==> src/rpp_pkg.sv <==
`default_nettype none
package rpp_pkg;

    localparam int CH_BITS       = 6;
    localparam int CHANNELS      = 2 ** CH_BITS;
    localparam int SAMPLE_BITS   = 16;
    localparam int SQ_BITS       = 2 * SAMPLE_BITS;
    localparam int SUM_BITS      = 48;
    localparam int CNT_BITS      = 16;
    localparam int ROOT_BITS     = SUM_BITS / 2;
    localparam int OUT_BITS      = 16;

    localparam int CFG_IDX_BITS  = 1;
    localparam int CFG_DATA_BITS = 16;
    localparam logic [CFG_IDX_BITS-1:0] CFG_SAMPLE_COUNT = 1'b0;
    localparam logic [CFG_IDX_BITS-1:0] CFG_SEND_PEAK    = 1'b1;
    localparam logic [CNT_BITS-1:0]     DEFAULT_WINDOW   = 16'd10;

    localparam int DIV_STEPS_PER_CYCLE  = 4;
    localparam int DIV_CYCLES           = SUM_BITS / DIV_STEPS_PER_CYCLE;
    localparam int DIV_CNT_BITS         = $clog2(DIV_CYCLES);
    localparam int SQRT_STEPS_PER_CYCLE = 2;
    localparam int SQRT_CYCLES          = ROOT_BITS / SQRT_STEPS_PER_CYCLE;
    localparam int SQRT_CNT_BITS        = $clog2(SQRT_CYCLES);
    localparam int SQRT_REM_BITS        = ROOT_BITS + 2;

    typedef struct packed {
        logic [SUM_BITS-1:0]           sum;
        logic [CNT_BITS-1:0]           count;
        logic signed [SAMPLE_BITS-1:0] win_max;
        logic signed [SAMPLE_BITS-1:0] win_min;
    } t_entry;

    typedef struct packed {
        logic               en;
        logic [CH_BITS-1:0] addr;
        t_entry             data;
    } t_mem_wr;

    typedef enum logic [2:0] {
        ST_IDLE,
        ST_UPDATE,
        ST_DIV,
        ST_SQRT,
        ST_OUT
    } t_state;

endpackage
`default_nettype wire

==> src/rpp_divider.sv <==
`default_nettype none
module rpp_divider (
    input  logic                         i_clk,
    input  logic                         i_rst_n,
    input  logic                         i_start,
    input  logic [rpp_pkg::SUM_BITS-1:0] i_dividend,
    input  logic [rpp_pkg::CNT_BITS-1:0] i_divisor,
    output logic                         o_done,
    output logic [rpp_pkg::SUM_BITS-1:0] o_quotient
);
    import rpp_pkg::*;

    logic                    r_busy;
    logic                    r_done;
    logic [DIV_CNT_BITS-1:0] r_cnt;
    logic [SUM_BITS-1:0]     r_work;
    logic [CNT_BITS-1:0]     r_rem;
    logic [CNT_BITS-1:0]     r_div;
    logic [SUM_BITS-1:0]     n_work;
    logic [CNT_BITS-1:0]     n_rem;

    // restoring division; dividend bits leave the top of r_work, quotient bits enter below
    always_comb begin
        logic [CNT_BITS:0] t;
        n_work = r_work;
        n_rem  = r_rem;
        for (int k = 0; k < DIV_STEPS_PER_CYCLE; k++) begin
            t      = {n_rem, n_work[SUM_BITS-1]};
            n_work = {n_work[SUM_BITS-2:0], 1'b0};
            if (t >= {1'b0, r_div}) begin
                t         = t - {1'b0, r_div};
                n_work[0] = 1'b1;
            end
            n_rem = t[CNT_BITS-1:0];
        end
    end

    always_ff @(posedge i_clk) begin
        if (i_start) begin
            r_work <= i_dividend;
            r_rem  <= '0;
            r_div  <= i_divisor;
        end else if (r_busy) begin
            r_work <= n_work;
            r_rem  <= n_rem;
        end
    end

    always_ff @(posedge i_clk) begin
        if (!i_rst_n) begin
            r_busy <= 1'b0;
            r_done <= 1'b0;
            r_cnt  <= '0;
        end else begin
            r_done <= 1'b0;
            if (i_start) begin
                r_busy <= 1'b1;
                r_cnt  <= '0;
            end else if (r_busy) begin
                r_cnt <= r_cnt + 1'b1;
                if (r_cnt == DIV_CNT_BITS'(DIV_CYCLES - 1)) begin
                    r_busy <= 1'b0;
                    r_done <= 1'b1;
                end
            end
        end
    end

    assign o_done     = r_done;
    assign o_quotient = r_work;

endmodule
`default_nettype wire

==> config.mk <==
export PLATFORM = sky130hd
export DESIGN_NAME = rpp_divider
export DESIGN_NICKNAME = d
export VERILOG_FILES = /design/src/rpp_pkg.sv /design/src/rpp_divider.sv
export SDC_FILE = /design/constraint.sdc
export NUM_CORES = 1
export LEC_CHECK = 0
export BUFFER_PORTS_ARGS = -buffer_cell sky130_fd_sc_hd__buf_2
export CORE_MARGIN = 5
export CORE_UTILIZATION = 50
export DETAILED_ROUTE_END_ITERATION = 7
export MAX_ROUTING_LAYER = met4
export PLACE_DENSITY = 0.72
export SKIP_LAST_GASP = 1
export SLEW_MARGIN = 20
export SYNTH_ARGS = -nofsm -noshare
export SYNTH_HDL_FRONTEND = slang
export SYNTH_SLANG_ARGS = --single-unit
export TNS_END_PERCENT = 30
==> constraint.sdc <==
create_clock -name i_clk -period 23.3 [get_ports i_clk]
set_input_delay 4.66 -clock i_clk [delete_from_list [all_inputs] [get_ports i_clk]]
set_output_delay 4.66 -clock i_clk [all_outputs]
set_load 0.02 [all_outputs]
== Word-level counts from Yosys, hierarchy flattened ==
Index checks and enable logic that the tools add are counted.
Storage, ports and cells
  flip-flop bits (word level): 86
  bits in latches: 0
  bits in writable memories: 0
  bits in read-only memories: 0
  bits of input ports: 67
  logic and storage cells: 35
  memories: 0
Cells by class
  add/subtract/negate cells: 5
  $mul: 0
  div/mod/pow operators: 0
  $lt $le $gt $ge: 4
  eq/ne operators: 1
  shift operators: 0
  multiplexer cells: 14
  bitwise logic cells: 2
  reductions and logical operators: 3
Operator list (count)
  48-bit two-way mux: 2
  17-bit by 16-bit >= comparator with 1-bit output: 4
  16-bit two-way mux: 4
  16-bit subtractor: 4
  1-bit two-way mux: 8
  4-bit by 1-bit adder with 4-bit output, second input constant: 1
  4-bit == test, second input constant: 1
  3-bit OR reduction: 1
  1-bit inverter: 2
  2-bit nonzero test: 1
  2-bit OR reduction: 1

== Logic depth before layout (Yosys ltp) ==
  word-level depth: 10
  depth in mapped cells: 47
  depth with buffers taken out: 44

== Least setup slack after synthesis ==
Ideal clock, no wire load.
  path type: register to register
  from: register r_div[1]
  to: register r_work[0], in the netlist o_quotient[0] (data pin)
  arrival time: 9772 ps
  data required time: 23040 ps
  path slack: 13268 ps
  stages on the path, launching flop included: 45
  cells stage by stage: edfxtp_1 -> inv_1 -> ha_1 -> nor2b_1 -> o31a_1 -> o21ai_1 -> a2111o_1 -> nand2_1 -> buf_2 -> buf_1 -> mux2_2 -> ha_1 -> a21oi_1 -> nand2_1 -> a221o_1 -> a2bb2oi_1 -> a22o_1 -> a2111oi_4 -> [... 9 more ...] -> a31oi_1 -> or4_1 -> o22ai_1 -> a21oi_2 -> buf_2 -> mux2_2 -> ha_1 -> a21o_1 -> a21oi_1 -> nand4_1 -> a31oi_1 -> a21boi_0 -> o21ai_0 -> a21o_1 -> nor2_1 -> mux2i_4 -> buf_6 -> mux2_2
Between the ends
  cells in the longest elaborated chain, start to end: 10
  elaborated cells on any way between the ends: 13
RTL lines
  start: declaration: line rpp_divider.sv:18  | logic [CNT_BITS-1:0] r_div;
  start signal: assignment: line rpp_divider.sv:42  | r_div <= i_divisor;
  16-bit subtractor or 17-bit by 16-bit >= comparator with 1-bit output (tied branches): line rpp_divider.sv:31, rpp_divider.sv:30
  16-bit two-way mux: line rpp_divider.sv:30  | if (t >= {1'b0, r_div}) begin
  16-bit subtractor or 17-bit by 16-bit >= comparator with 1-bit output (tied branches): line rpp_divider.sv:31, rpp_divider.sv:30
  16-bit two-way mux: line rpp_divider.sv:30
  16-bit subtractor or 17-bit by 16-bit >= comparator with 1-bit output (tied branches): line rpp_divider.sv:31, rpp_divider.sv:30
  16-bit two-way mux: line rpp_divider.sv:30
  17-bit by 16-bit >= comparator with 1-bit output (*): line rpp_divider.sv:30
  1-bit two-way mux (*): line rpp_divider.sv:30
  48-bit two-way mux (*): line rpp_divider.sv:43  | end else if (r_busy) begin
  48-bit two-way mux (*): line rpp_divider.sv:39  | if (i_start) begin
  end signal: assignment: line rpp_divider.sv:40  | r_work <= i_dividend;
  end signal: assignment: line rpp_divider.sv:44  | r_work <= n_work;
  end: declaration: line rpp_divider.sv:16  | logic [SUM_BITS-1:0] r_work;
Every way passes the cells marked *; elsewhere a longest branch is shown, timed or not. The select of a mux whose other input is x is not followed.
A chain may end at the register's enable or synchronous reset.

== Worst setup path in the final report ==
  from: register r_div[1]
  to: register r_rem[0]
Between the ends
  cells in the longest elaborated chain, start to end: 8
  elaborated cells on any way between the ends: 11
RTL lines
  16-bit subtractor or 17-bit by 16-bit >= comparator with 1-bit output (tied branches): line rpp_divider.sv:31, rpp_divider.sv:30
  16-bit two-way mux: line rpp_divider.sv:30
  16-bit subtractor or 17-bit by 16-bit >= comparator with 1-bit output (tied branches): line rpp_divider.sv:31, rpp_divider.sv:30
  16-bit two-way mux: line rpp_divider.sv:30
  16-bit subtractor or 17-bit by 16-bit >= comparator with 1-bit output (tied branches): line rpp_divider.sv:31, rpp_divider.sv:30
  16-bit two-way mux: line rpp_divider.sv:30
  17-bit by 16-bit >= comparator with 1-bit output (*): line rpp_divider.sv:30
  16-bit two-way mux (*): line rpp_divider.sv:30
  end signal: assignment: line rpp_divider.sv:45  | r_rem <= n_rem;
  end: declaration: line rpp_divider.sv:17  | logic [CNT_BITS-1:0] r_rem;
Every way passes the cells marked *; elsewhere a longest branch is shown, timed or not.

==> results.sh <==
export IMPL_status="finished clean"
export IMPL_busiest_layer="met2"
export IMPL_yosysSeqAreaShare_pct=34.0
export IMPL_row_count=43
export IMPL_synth_top_area_share_pct=27.6
export IMPL_clock_sinks=86
export IMPL_period_share_pct=49.6
export IMPL_cts_clk_slew_worst_paths_ns=0.07
export IMPL_slew_viol_final=0
export IMPL_fin_util_pct=58.3
export IMPL_area_growth_pct=15.5
export IMPL_drc=0
export IMPL_start_util_pct=50.5
export IMPL_placed_area_sq_um=7710
export IMPL_tightest_slew_ns=0.982
export IMPL_avgViaCountPerCell=6.01
export IMPL_stdcell_area_sq_um=8030
export IMPL_cts_tree="yes"
export IMPL_synth_top_flop_cell="edfxtp_1"
export IMPL_grt_setup_unrepaired="false"
export IMPL_crit_top_cell="ha_1"
export IMPL_hold_viol=0
export IMPL_fin_crit_ns=11.56
export IMPL_r2r_end="r_rem[0]"
export IMPL_grt_met2_usage_pct=40.4
export IMPL_insertion_delay_ns=0.34
export IMPL_htree_levels=3
export IMPL_io_buffer_count=115
export IMPL_overflow=0
export IMPL_grt_pass1_wl_um=31300
export IMPL_hold_ws_ns=0.507
export IMPL_r2r_slack_ns=11.74
export IMPL_core_sq_um=13800
export IMPL_path_class="reg -> reg"
export IMPL_grt_use_met1_pct=31.9
export IMPL_end_kind="register"
export IMPL_yosysTopAreaCell="edfxtp_1"
export IMPL_startpoint_type="register"
export IMPL_hold_start="r_rem[1]"
export IMPL_grt_use_total_pct=25.0
export IMPL_tns_ns=0
export IMPL_reg2reg_from="r_div[1]"
export IMPL_critical_path_max_stage_delay_ns=0.60
export IMPL_die_y_um=128
export IMPL_relSlewSlack_pct=34.4
export IMPL_min_to="r_rem[1]"
export IMPL_final_common_cell="buf_2"
export IMPL_ys_seq_elements=86
export IMPL_ys_warnings_count=0
export IMPL_gr_usage_met3_pct=4.04
export IMPL_critPathArrivalTime_ns=11.82
export IMPL_firstDrtPassIters=7
export IMPL_avgSynthCellArea_sq_um=10.0
export IMPL_post_cts_buffers=0
export IMPL_async_flop_share_pct=0
export IMPL_drtAntennaViolNets=0
export IMPL_r2r_cells=42
export IMPL_clk_path_buf_depth=2
export IMPL_wl_per_cell_um=19.8
export IMPL_cts_root_buf="clkbuf_16"
export IMPL_finClkSkew_ns=0.00932
export IMPL_grt_pass1_vias=6233
export IMPL_synth_nets=828
export IMPL_fmax_mhz=86.5
export IMPL_synth_edff_count=64
export IMPL_vias=5956
export IMPL_ctsResizeCount=0
export IMPL_hold_depth=2
export IMPL_crit_slowest_cell="o21ai_0"
export IMPL_routed_wl_um=19600
export IMPL_cap_violations=0
export IMPL_yosysUniqueCellTypes=65
export IMPL_grt_max_degree=67
export IMPL_cp_required_ns=23.56
export IMPL_setup_viol=0
export IMPL_layout_common_cells="buf_2 (114), mux2_2 (76), ha_1 (65), edfxtp_1 (64), nor2_1 (57)"
export IMPL_syn_cell_area_sq_um=6950
export IMPL_ctsHoldBuffers=0
export IMPL_drive_gt1_share_pct=27.3
export IMPL_gp_congestion=0.957
export IMPL_numCtsBuffers=9
export IMPL_cp_max_fo=23
export IMPL_synth_area_top_cells="edfxtp_1 (28%), mux2_2 (12%), ha_1 (12%)"
export IMPL_antenna_found_initial=1
export IMPL_die_area_sq_um=16400
export IMPL_drt_initial_drc_count=425
export IMPL_io_pins=116
export IMPL_hp_class="reg -> reg"
export IMPL_die_width_um=128
export IMPL_synth_cells=692
export IMPL_nets=941
export IMPL_dp_hpwl_um=15300
-- state kept, by name, indices dropped and copies added, names as in the netlist --
signal,flops
o_done,1
r_rem,16
o_quotient,48
r_busy,1
r_div,16
r_cnt,4
-- worst max-delay path: cells and delay by family, from the launching register on --
kind	cells	cell delay, ns
AOI/OAI and AO/OA	23	5.94
and+or+nand+nor	7	1.72
adders and majority gates	4	1.25
buffers and inverters	5	1.07
muxes	3	0.98
DFF	1	0.46
-- per-stage QoR --
stage / cells / setup slack, ns
final: 991 / 11.74
after global routing: 991 / 10.86
after CTS: 990 / 11.94
after detailed placement: 974 / 12.02
after global placement: 974 / 12.42
after floorplan: 692 / 13.27
-- how the worst max path moves through the flow --
stage	start	end	slack, ns	cells past startpoint
floorplan	r_div[1]	o_quotient[0]	13.27	44
global placement	r_div[1]	r_rem[0]	12.42	42
detailed placement	r_div[1]	r_rem[0]	12.02	42
CTS	r_div[1]	r_rem[0]	11.94	42
global route	r_div[1]	r_rem[0]	10.86	42
finish	r_div[1]	r_rem[0]	11.74	42
-- kinds of logic after synthesis --
group | Yosys count | synth area share [%]
simple gates | 170 | 12.1
compound gates | 168 | 16.5
mux | 94 | 15.2
flops | 86 | 34.0
fa+ha+maj | 69 | 12.8
buf+inv | 55 | 3.11
xor+xnor | 50 | 6.30
-- cell type report --
type	count	area [sq um]
Clock inverter	6	85.1
Timing Repair Buffer	119	608
Multi-Input combinational cell	551	4370
Antenna cell	1	2.50
Fill cell	1207	5740
Clock buffer	10	229
Sequential cell	86	2360
Tap cell	180	225
Inverter	38	143
-- synthesized netlist by cell type, types with 7 or more instances --
master    instances
inv_1            38
xnor2_1          31
nor2b_1          13
o21a_1           10
ha_1             65
a211oi_1         16
dfxtp_1          22
nand2_1          37
xor2_1           19
a21oi_1          37
nor3_1            7
o21ai_0          29
and3_1            9
nand4_1           8
mux2_2           76
edfxtp_1         64
nand3_1          12
clkbuf_1          9
a21o_1           24
mux2i_1          16
nor2_1           57
-- metal layers --
| metal | vias to the layer above | wire [um] |
|---|---|---|
| met4 | 0 | 522 |
| met1 | 2828 | 8420 |
| li1 | 2835 | - |
| met5 | - | 0 |
| met2 | 250 | 9280 |
| met3 | 43 | 1390 |
Power is left out: the tool's default activity adds up to more than one toggle a clock period on the data nets, which glitch-free logic cannot reach.
