File: src/rpp_pkg.sv
`default_nettype none
package rpp_pkg;

    localparam int CH_BITS       = 6;
    localparam int CHANNELS      = 2 ** CH_BITS;
    localparam int SAMPLE_BITS   = 16;
    localparam int SQ_BITS       = 2 * SAMPLE_BITS;
    localparam int SUM_BITS      = 48;
    localparam int CNT_BITS      = 16;
    localparam int ROOT_BITS     = SUM_BITS / 2;
    localparam int OUT_BITS      = 16;

    localparam int CFG_IDX_BITS  = 1;
    localparam int CFG_DATA_BITS = 16;
    localparam logic [CFG_IDX_BITS-1:0] CFG_SAMPLE_COUNT = 1'b0;
    localparam logic [CFG_IDX_BITS-1:0] CFG_SEND_PEAK    = 1'b1;
    localparam logic [CNT_BITS-1:0]     DEFAULT_WINDOW   = 16'd10;

    localparam int DIV_STEPS_PER_CYCLE  = 4;
    localparam int DIV_CYCLES           = SUM_BITS / DIV_STEPS_PER_CYCLE;
    localparam int DIV_CNT_BITS         = $clog2(DIV_CYCLES);
    localparam int SQRT_STEPS_PER_CYCLE = 2;
    localparam int SQRT_CYCLES          = ROOT_BITS / SQRT_STEPS_PER_CYCLE;
    localparam int SQRT_CNT_BITS        = $clog2(SQRT_CYCLES);
    localparam int SQRT_REM_BITS        = ROOT_BITS + 2;

    typedef struct packed {
        logic [SUM_BITS-1:0]           sum;
        logic [CNT_BITS-1:0]           count;
        logic signed [SAMPLE_BITS-1:0] win_max;
        logic signed [SAMPLE_BITS-1:0] win_min;
    } t_entry;

    typedef struct packed {
        logic               en;
        logic [CH_BITS-1:0] addr;
        t_entry             data;
    } t_mem_wr;

    typedef enum logic [2:0] {
        ST_IDLE,
        ST_UPDATE,
        ST_DIV,
        ST_SQRT,
        ST_OUT
    } t_state;

endpackage
`default_nettype wire

File: src/rpp_isqrt.sv
`default_nettype none
module rpp_isqrt (
    input  logic                          i_clk,
    input  logic                          i_rst_n,
    input  logic                          i_start,
    input  logic [rpp_pkg::SUM_BITS-1:0]  i_radicand,
    output logic                          o_done,
    output logic [rpp_pkg::ROOT_BITS-1:0] o_root
);
    import rpp_pkg::*;

    logic                     r_busy;
    logic                     r_done;
    logic [SQRT_CNT_BITS-1:0] r_cnt;
    logic [SUM_BITS-1:0]      r_rad;
    logic [SQRT_REM_BITS-1:0] r_rem;
    logic [ROOT_BITS-1:0]     r_root;
    logic [SUM_BITS-1:0]      n_rad;
    logic [SQRT_REM_BITS-1:0] n_rem;
    logic [ROOT_BITS-1:0]     n_root;

    // digit-by-digit root, one root bit per step
    always_comb begin
        logic [SQRT_REM_BITS+1:0] t;
        logic [SQRT_REM_BITS+1:0] trial;
        n_rad  = r_rad;
        n_rem  = r_rem;
        n_root = r_root;
        for (int k = 0; k < SQRT_STEPS_PER_CYCLE; k++) begin
            t     = {n_rem, n_rad[SUM_BITS-1 -: 2]};
            n_rad = {n_rad[SUM_BITS-3:0], 2'b00};
            trial = {2'b00, n_root, 2'b01};
            if (t >= trial) begin
                t      = t - trial;
                n_root = {n_root[ROOT_BITS-2:0], 1'b1};
            end else begin
                n_root = {n_root[ROOT_BITS-2:0], 1'b0};
            end
            n_rem = t[SQRT_REM_BITS-1:0];
        end
    end

    always_ff @(posedge i_clk) begin
        if (i_start) begin
            r_rad  <= i_radicand;
            r_rem  <= '0;
            r_root <= '0;
        end else if (r_busy) begin
            r_rad  <= n_rad;
            r_rem  <= n_rem;
            r_root <= n_root;
        end
    end

    always_ff @(posedge i_clk) begin
        if (!i_rst_n) begin
            r_busy <= 1'b0;
            r_done <= 1'b0;
            r_cnt  <= '0;
        end else begin
            r_done <= 1'b0;
            if (i_start) begin
                r_busy <= 1'b1;
                r_cnt  <= '0;
            end else if (r_busy) begin
                r_cnt <= r_cnt + 1'b1;
                if (r_cnt == SQRT_CNT_BITS'(SQRT_CYCLES - 1)) begin
                    r_busy <= 1'b0;
                    r_done <= 1'b1;
                end
            end
        end
    end

    assign o_done = r_done;
    assign o_root = r_root;

endmodule
`default_nettype wire

File: config.mk
export PLATFORM = sky130hd
export DESIGN_NAME = rpp_isqrt
export DESIGN_NICKNAME = d
export VERILOG_FILES = /design/src/rpp_pkg.sv /design/src/rpp_isqrt.sv
export SDC_FILE = /design/constraint.sdc
export NUM_CORES = 1
export LEC_CHECK = 0
export BUFFER_PORTS_ARGS = -buffer_cell sky130_fd_sc_hd__buf_2
export CAP_MARGIN = 10
export CELL_PAD_IN_SITES_DETAIL_PLACEMENT = 0
export CELL_PAD_IN_SITES_GLOBAL_PLACEMENT = 1
export CORE_ASPECT_RATIO = 1.5
export CORE_MARGIN = 10
export CORE_UTILIZATION = 50
export CTS_BUF_LIST = sky130_fd_sc_hd__clkbuf_8
export DETAILED_ROUTE_END_ITERATION = 8
export PLACE_DENSITY = 0.91
export SLEW_MARGIN = 15
export SYNTH_ARGS = -nofsm -noshare
export SYNTH_HDL_FRONTEND = slang
export SYNTH_SLANG_ARGS = --single-unit
File: constraint.sdc
create_clock -name i_clk -period 8.2 [get_ports i_clk]
set_input_delay 1.64 -clock i_clk [delete_from_list [all_inputs] [get_ports i_clk]]
set_output_delay 1.64 -clock i_clk [all_outputs]
set_load 0.005 [all_outputs]
# --- After elaboration in Yosys (flattened, before gate mapping) ---
# Cells that the tools add are included.
word_totals:
  ff_bits: 104
  inputBits: 51
  output_inout_bits: 25
  wordCells: 27
classes:
  n_addsub: 3
  order_cmp: 2
  eq_ne: 1
  muxes: 10
  bitwise_logic: 2
  n_reduce_logical: 3
op_table:
  columns: ["operator", "count"]
  rows:
  - ["2-to-1 mux 48 bit", 2]
  - [">= comparator 28 x 26 -> 1 bit", 2]
  - ["2-to-1 mux 26 bit", 2]
  - ["subtractor 26 bit", 2]
  - ["2-to-1 mux 1 bit", 6]
  - ["adder 4 x 1 -> 4 bit, second input constant", 1]
  - ["== test 4 bit, second input constant", 1]
  - ["OR reduction 3 bit", 1]
  - ["inverter 1 bit", 2]
  - ["nonzero test 2 bit", 1]
  - ["OR reduction 2 bit", 1]

# --- Depth between registers and ports, before layout ---
# Gate-level depths: netlist of run 1.
depth:
  ltp_word: 4
  mapped_depth: 26
  ltp_nobuf: 22

# --- Worst setup path before layout of run 1 ---
# Ideal clock, no wire load.
synth_path:
  kind: "register to register"
  start: "register r_root[5], in the netlist o_root[5]"
  end: "register r_rem[23]"
  setup_time_ps: 129
  arrival_time_ps: 4679
  required_time_ps: 8071
  path_slack_ps: 3393
  path_stages_with_launch: 24
  path_buffers: 3
  period_less_slack_ps: 4807
  cell_sequence: "dfxtp_1 inv_1 ha_1 a21oi_2 o21ai_1 a2111o_2 nand3_1 nand3_1 buf_2 inv_1 buf_2 buf_2 o21ai_0 ha_1 nand2_1 nor2_1 and3_1 nand3_1 or4_4 a311oi_4 a41oi_2 nor4b_1 nor3_2 o31ai_2"
synth_via:
  elab_chain_len: 4
  word_cells_on_any_way: 7
  cone_classes: "add/sub (2); order compare (2); mux (3)"
synth_lines:
  columns: ["element", "line", "source"]
  rows:
  - ["start: declaration", "rpp_isqrt.sv:17", "logic [ROOT_BITS-1:0] r_root;"]
  - ["start signal: assignment", "rpp_isqrt.sv:51", "r_root <= n_root;"]
  - ["subtractor 26 bit or >= comparator 28 x 26 -> 1 bit (tied branches)", "rpp_isqrt.sv:34, rpp_isqrt.sv:33", null]
  - ["2-to-1 mux 26 bit or 2-to-1 mux 1 bit (tied branches)", "rpp_isqrt.sv:33", "if (t >= trial) begin"]
  - ["subtractor 26 bit or >= comparator 28 x 26 -> 1 bit (tied branches)", "rpp_isqrt.sv:34, rpp_isqrt.sv:33", null]
  - ["2-to-1 mux 26 bit (*)", "rpp_isqrt.sv:33", null]
  - ["end signal: assignment", "rpp_isqrt.sv:50", "r_rem <= n_rem;"]
  - ["end: declaration", "rpp_isqrt.sv:16", "logic [SQRT_REM_BITS-1:0] r_rem;"]
# Mark *: on every way between the ends. The rest lies on a longest branch, timed or not.
# A chain may end at the register's enable or synchronous reset.

# --- Worst setup path after layout of run 1 ---
layout_path:
  start: "register r_root[5], in the netlist o_root[5]"
  end: "register r_rem[1]"
layout_via:
  elab_chain_len: 4
  word_cells_on_any_way: 6
  cone_classes: "add/sub (1); order compare (2); mux (3)"
layout_lines:
  columns: ["element", "line"]
  rows:
  - ["subtractor 26 bit or >= comparator 28 x 26 -> 1 bit (tied branches)", "rpp_isqrt.sv:34, rpp_isqrt.sv:33"]
  - ["2-to-1 mux 26 bit or 2-to-1 mux 1 bit (tied branches)", "rpp_isqrt.sv:33"]
  - [">= comparator 28 x 26 -> 1 bit (*)", "rpp_isqrt.sv:33"]
  - ["2-to-1 mux 26 bit (*)", "rpp_isqrt.sv:33"]
# Marked as above.

==> run summary, run 1 <==
slew margin rel.: 27.8%
clk root buf: clkbuf_8
Post-CTS Setup Bufs: 0
Final period util: 81.1%
flip-flop and latch count after synthesis: 104
total wire length: 22.9 mm
Clock Sinks: 104
Num CTS Buffers: 9
Fill cells: 1,500
I/O pins: 76
Min-Delay Endpoint: o_done$_SDFF_PP0_
largest net degree at the start of global routing: 75
Avg Inst Size Synth: 8.71 um^2
Hold Crit Class: reg -> reg
CP required: 8500 ps
critical path class: reg -> reg
Unique masters post-synth: 77
RSZ-0062 raised after global routing: no
worst hold stages: 1
Slew Viols, Final: 0
synth-to-layout area growth: 6.59%
tightest hold margin: 503 ps
EDFF count, synth: 48
max cap viols: 0
Max Clock Skew: 13.9 ps
Seq/Total Area, Yosys: 32.2%
Detail Route Antenna Nets: 0
Worst-Margin Slew: 1080 ps
RePlAce Congestion: 0.964
Max Clk Rate: 150 MHz
overall die width: 123 um
synth cell count leaders: 90 x nor2_1, 67 x a21oi_1, 57 x nand2_1, 56 x dfxtp_1, 53 x ha_1
drt first pass iters: 5
first-pass GRT wire length: 36.7 mm
Clock transition at path regs: 120 ps
Final Hold Violating Endpoints: 0
reg2reg end: r_rem[1]$_SDFFE_PP0P_
setup TNS: 0 ps
Worst R2R Path Depth: 21
most frequent cell after synthesis: nor2_1
wire per inst: 20.0 um
Detailed Route Iter0 Violations: 488
Die ar.: 21,500 um^2
vias in the first global route: 6,986
Site Rows: 56
RR Startpoint: o_root[5]$_SDFFE_PP0P_
hold buffers post-CTS: 0
PortBufs: 75
H-tree depth: 3
ys flop type: dfxtp_1
Synth top area share: 18.1%
layout cell share with drive strength beyond 1: 17.7%
Via-to-Cell Ratio: 6.08
DRC: 0
Resize count post-CTS: 0
final setup violation count: 0
via count: 6,950
crit path from: o_root[5]$_SDFFE_PP0P_
Period minus WS final: 6650 ps
core area: 15,600 um^2
Setup crit start kind: register
initial antenna violation count: 0
die height: 174 um
top cell type by total area after synthesis: edfxtp_1
Starting Density: 50.9%
CTS tree: built
crit path max fanout: 38
Syn. warnings: 0
outcome: finished clean
CP endpoint kind: register
Critical Path AT: 6950 ps
hold path start: r_cnt[2]$_SDFFE_PP0P_
latest clock arrival within the worst-skew pair: 410 ps
Netlist Area Pre-Place: 7960 um^2
top post-synthesis cells by area: edfxtp_1 18%, dfxtp_1 14%, ha_1 8.3%, mux2_2 6.2%, nor2_1 4.2%
Post-Syn Instances: 914
HPWL Detailed: 17.4 mm
nets@finish: 1,040
async set-reset flop share out of synthesis: 0%
Antenna Cells: 0
Syn Nets: 1,018
reg-to-reg slack, setup: 1550 ps
grt ovf: 0
gr usage total: 21.5%
clk buf depth: 2
==> registers in the layout, summed over array words and instances (netlist names) <==
name / count
r_rad: 48
r_rem: 26
o_root: 24
r_cnt: 4
o_done: 1
r_busy: 1
==> kinds of logic after synthesis <==
kind of cell	count (synthesis)	share of synthesized area, %
multiplexers	71	9.62
flip-flops	104	32.2
buffers and inverters	119	6.86
AO/OA/AOI/OAI	236	20.4
adder cells (fa/ha/maj)	53	8.33
AND/OR/NAND/NOR	291	18.2
XOR/XNOR	40	4.40
==> layout by cell type (no fill, tap or decap), types with 11 or more instances in the layout <==
| cell type | synthesis | final |
|---|---|---|
| dfxtp_1 | 56 | 55 |
| ha_1 | 53 | 53 |
| o21ai_0 | 38 | 38 |
| nor3_1 | 19 | 19 |
| and3_1 | 15 | 15 |
| mux2_2 | 44 | 44 |
| mux2i_1 | 27 | 27 |
| edfxtp_1 | 48 | 48 |
| inv_1 | 51 | 51 |
| buf_2 | 10 | 74 |
| xnor2_1 | 23 | 23 |
| a211oi_1 | 15 | 15 |
| xor2_1 | 17 | 17 |
| nand3_1 | 32 | 32 |
| a21oi_1 | 67 | 67 |
| and2_1 | 12 | 12 |
| a21o_1 | 19 | 19 |
| nor2b_1 | 11 | 11 |
| nand2_1 | 57 | 56 |
| nand4_1 | 12 | 12 |
| nor2_1 | 90 | 90 |
==> layer usage <==
layer	vias up	wire [um]	global-route usage (%)
met2	200	11700	37.4
met4	0	1310	12.4
li1	3378	-	-
met5	-	0	0
met3	78	1130	4.51
met1	3294	8800	23.4
==> worst max path at each step <==
stage | endpoint | cells after the start
detailed placement | r_rem[1]$_SDFFE_PP0P_ | 21
global placement | r_rem[0]$_SDFFE_PP0P_ | 21
global route | r_rem[1]$_SDFFE_PP0P_ | 21
finish | r_rem[1]$_SDFFE_PP0P_ | 21
floorplan | r_rem[23]$_SDFFE_PP0P_ | 23
CTS | r_rem[1]$_SDFFE_PP0P_ | 21
==> cell type report <==
cell class / count / area, um^2 / share of cell area, %
Tap cell: 203 / 254 / 2.99
Clock inverter: 7 / 81.3 / 0.959
Multi-Input combinational cell: 691 / 4860 / 57.3
Clock buffer: 9 / 124 / 1.46
Inverter: 51 / 191 / 2.26
Timing Repair Buffer: 79 / 408 / 4.81
Sequential cell: 104 / 2560 / 30.2
==> stage by stage <==
stage / utilization, % / cell area, um^2 / std cells / worst slack [ps]
final: 54.3 / 8480 / 1144 / 1550
after global routing: 54.3 / 8480 / 1144 / 1010
after CTS: 54.2 / 8470 / 1144 / 1650
after detailed placement: 52.9 / 8270 / 1128 / 1710
after global placement: 52.9 / 8270 / 1128 / 1760
after floorplan: - / 7960 / 914 / 3390
==> worst max-delay path, cell delays in order, from the launching register on <==
cell and delay (ps):
dfxtp_1 400, inv_1 80, ha_1 380, nand4_1 210, a2111oi_0 450, a2111o_2 270
nand3_1 110, nand3_1 100, buf_4 380, inv_1 490, o31ai_1 800, ha_1 440
nand2_1 110, nand2b_1 120, nand2_1 110, nand2_1 70, a21o_1 190, a221o_1 370
a21oi_1 220, o211a_2 630, nand2_1 190, o311ai_0 370
Power of run 1 is not shown: default switching activity piles up to over one toggle a cycle in this logic, so the estimate is an artifact.
==> run 2, diff against run 1 <==
Settings changed: ABC_AREA set to 1, CORE_UTILIZATION 50 to 40, PLACE_DENSITY 0.91 to 0.82.
Clock period 8.2 ns to 5.8 ns, I/O delays scaled along.
==> run 2 against run 1 <==
Compared with the run above:
- utilization shrank 10 points
- wire length grew 3.8%
- cell area grew 2.9%
- register-to-register slack lost 710 ps
- sequential share of layout area shrank 0.87 points
- first-iteration DRC count shrank 18%
- area after synthesis grew 1.5%
- flip-flop and latch count is the same
- fmax grew 34%
- count of clock-buffer cells in the layout is the same
- via count grew 8.3%
==> run summary, run 2 <==
synth cell count leaders: 410 x nand2_1, 161 x inv_1, 75 x nor2_1, 59 x nand3_1, 56 x dfxtp_1
Site Rows: 63 (+13%)
layout cell share with drive strength beyond 1: 12.1% (-5.7 points)
top post-synthesis cells by area: nand2_1 19%, edfxtp_1 18%, dfxtp_1 14%, ha_1 8.2%, inv_1 7.5%
H-tree depth: 3 (unchanged)
Post-CTS Setup Bufs: 0 (unchanged)
first-pass GRT wire length: 38.2 mm (+4.1%)
RePlAce Congestion: 0.986 (+2.3%)
clk buf depth: 2 (unchanged)
max cap viols: 0 (unchanged)
via count: 7,530 (+8.3%)
Detail Route Antenna Nets: 0 (unchanged)
hold buffers post-CTS: 0 (unchanged)
critical path class: reg -> reg
Clock transition at path regs: 110 ps (about the same)
Antenna Cells: 0 (unchanged)
Period minus WS final: 4960 ps (-1690 ps)
initial antenna violation count: 0 (unchanged)
gr usage total: 18.1% (-3.5 points)
wire per inst: 16.0 um (-20%)
Syn. warnings: 0 (unchanged)
largest net degree at the start of global routing: 59 (-21%)
Post-Syn Instances: 1,183 (+29%)
number of flip-flops under the largest register name: 48 (unchanged)
grt ovf: 0 (unchanged)
die height: 194 um (+11%)
DRC: 0 (unchanged)
Netlist Area Pre-Place: 8070 um^2 (+1.5%)
CTS tree: built
CP required: 6150 ps (-2350 ps)
final std cells w/o fill: 1,488 (+30%)
Synth top area share: 19.1% (+0.95 points)
placed insts: 1,472 (+30%)
drt first pass iters: 5 (unchanged)
HPWL Detailed: 19.1 mm (+9.9%)
Setup crit start kind: register
synth-to-layout area growth: 8.11%
final setup violation count: 0 (unchanged)
PortBufs: 75 (unchanged)
commonest non-fill, non-tap cell in the layout: nand2_1
Final period util: 85.6% (+4.5 points)
clk root buf: clkbuf_8
footprint of the multi-input gates: 4550 um^2 (-6.4%)
Max Clock Skew: 20.1 ps (+6.16 ps)
Detailed Route Iter0 Violations: 400 (-18%)
overall die width: 136 um (+11%)
outcome: finished clean
vias in the first global route: 7,551 (+8.1%)
CP endpoint kind: register
total wire length: 23.8 mm (+3.8%)
Slew Viols, Final: 0 (unchanged)
Starting Density: 40.8% (-10 points)
Die ar.: 26,400 um^2 (+23%)
Syn Nets: 1,287 (+26%)
reg-to-reg slack, setup: 840 ps (-710 ps)
most frequent cells in the layout: 410 x nand2_1, 160 x inv_1, 75 x nor2_1, 75 x buf_2, 59 x nand3_1
setup TNS: 0 ps (unchanged)
Resize count post-CTS: 0 (unchanged)
EDFF count, synth: 48 (unchanged)
Critical Path AT: 5320 ps (-1630 ps)
Worst-Margin Slew: 1050 ps (-28.9 ps)
crit path max fanout: 36 (-5.3%)
storage element area: 2560 um^2 (about the same)
Max Clk Rate: 202 MHz (+34%)
core area: 19,800 um^2 (+27%)
Clock Sinks: 104 (unchanged)
Seq/Total Area, Yosys: 31.7% (-0.46 points)
top cell type by total area after synthesis: nand2_1
I/O pins: 76 (unchanged)
ys flop type: dfxtp_1
RSZ-0062 raised after global routing: no
most frequent cell after synthesis: nand2_1
Num CTS Buffers: 9 (unchanged)
Avg Inst Size Synth: 6.82 um^2 (-22%)
nets@finish: 1,327 (+28%)
async set-reset flop share out of synthesis: 0% (unchanged)
register with the most flip-flops: r_rad
Hold Crit Class: reg -> reg
latest clock arrival within the worst-skew pair: 400 ps (about the same)
Fill cells: 2,138 (+43%)
slew margin rel.: 29.7% (+1.9 points)
Final Hold Violating Endpoints: 0 (unchanged)
Unique masters post-synth: 52 (-32%)
Via-to-Cell Ratio: 5.06 (-17%)
flip-flop and latch count after synthesis: 104 (unchanged)
## run 2: changes by cell type after synthesis, sizes merged, moves of 24 or more
cell   before  now
inv        51  169
o22ai       1   25
nand3      32   68
mux2       44    0
mux2i      27    0
nand2      57  423
## run 2: kinds of logic after synthesis
family / after synthesis / share of synthesized area (%)
buffers and inverters: 222 / 11.9
XOR/XNOR: 28 / 3.04
adder cells (fa/ha/maj): 53 / 8.21
AO/OA/AOI/OAI: 167 / 12.3
AND/OR/NAND/NOR: 609 / 32.8
flip-flops: 104 / 31.7
## run 2: layer usage
layer | GRT usage, % | part of all wire [%] | up-vias
met3 | 2.83 | 4.1 | 40
met1 | 21.1 | 42 | 3444
met4 | 7.81 | 3.7 | 0
li1 | - | - | 3873
met5 | 0 | 0 | -
met2 | 31.5 | 51 | 173
## run 2: cell type report
class | count | area share (%)
Clock buffer | 9 | 1.42
Clock inverter | 7 | 1.23
Inverter | 170 | 7.31
Multi-Input combinational cell | 857 | 52.1
Sequential cell | 104 | 29.4
Tap cell | 260 | 3.73
Timing Repair Buffer | 81 | 4.82
## run 2: path summary, 6_finish.rpt
| check | to | from | cells after the start |
|---|---|---|---|
| worst max-delay path | o_root[0]$_SDFFE_PP0P_ | o_root[22]$_SDFFE_PP0P_ | 26 |
| worst max register to register | o_root[0]$_SDFFE_PP0P_ | o_root[22]$_SDFFE_PP0P_ | 26 |
| worst min-delay path | r_rem[25]$_SDFFE_PP0P_ | r_rem[25]$_SDFFE_PP0P_ | 2 |
| worst min register to register | r_rem[25]$_SDFFE_PP0P_ | r_rem[25]$_SDFFE_PP0P_ | 2 |
## run 2: critical path: stages (launching register included)
cell and delay [ps]:
dfxtp_1 350, inv_1 90, ha_1 380, nand2_1 70
nor2_1 330, nand3_1 210, nor2_1 150, nor2_1 80
nand3_4 70, inv_1 310, a31oi_1 300, a21oi_1 160
ha_1 420, nand2_1 120, nor3_1 470, nand3_1 130
inv_1 100, nand3_1 80, o21bai_1 150, nand2_1 80
nand2_2 110, nor2_8 70, nand2_8 210, inv_2 170
nand2_1 110, o211ai_1 80, inv_1 80
## run 2: metrics by stage
step	area (um^2)	util [%]	hold WS (ps)	worst slack, ps
after floorplan	8070	-	426	1770
after global placement	8500	42.9	446	847
after detailed placement	8500	42.9	442	844
after CTS	8730	44.1	462	826
after global routing	8730	44.1	481	411
final	8730	44.1	461	838
Power of run 2 is left out for the same reason.
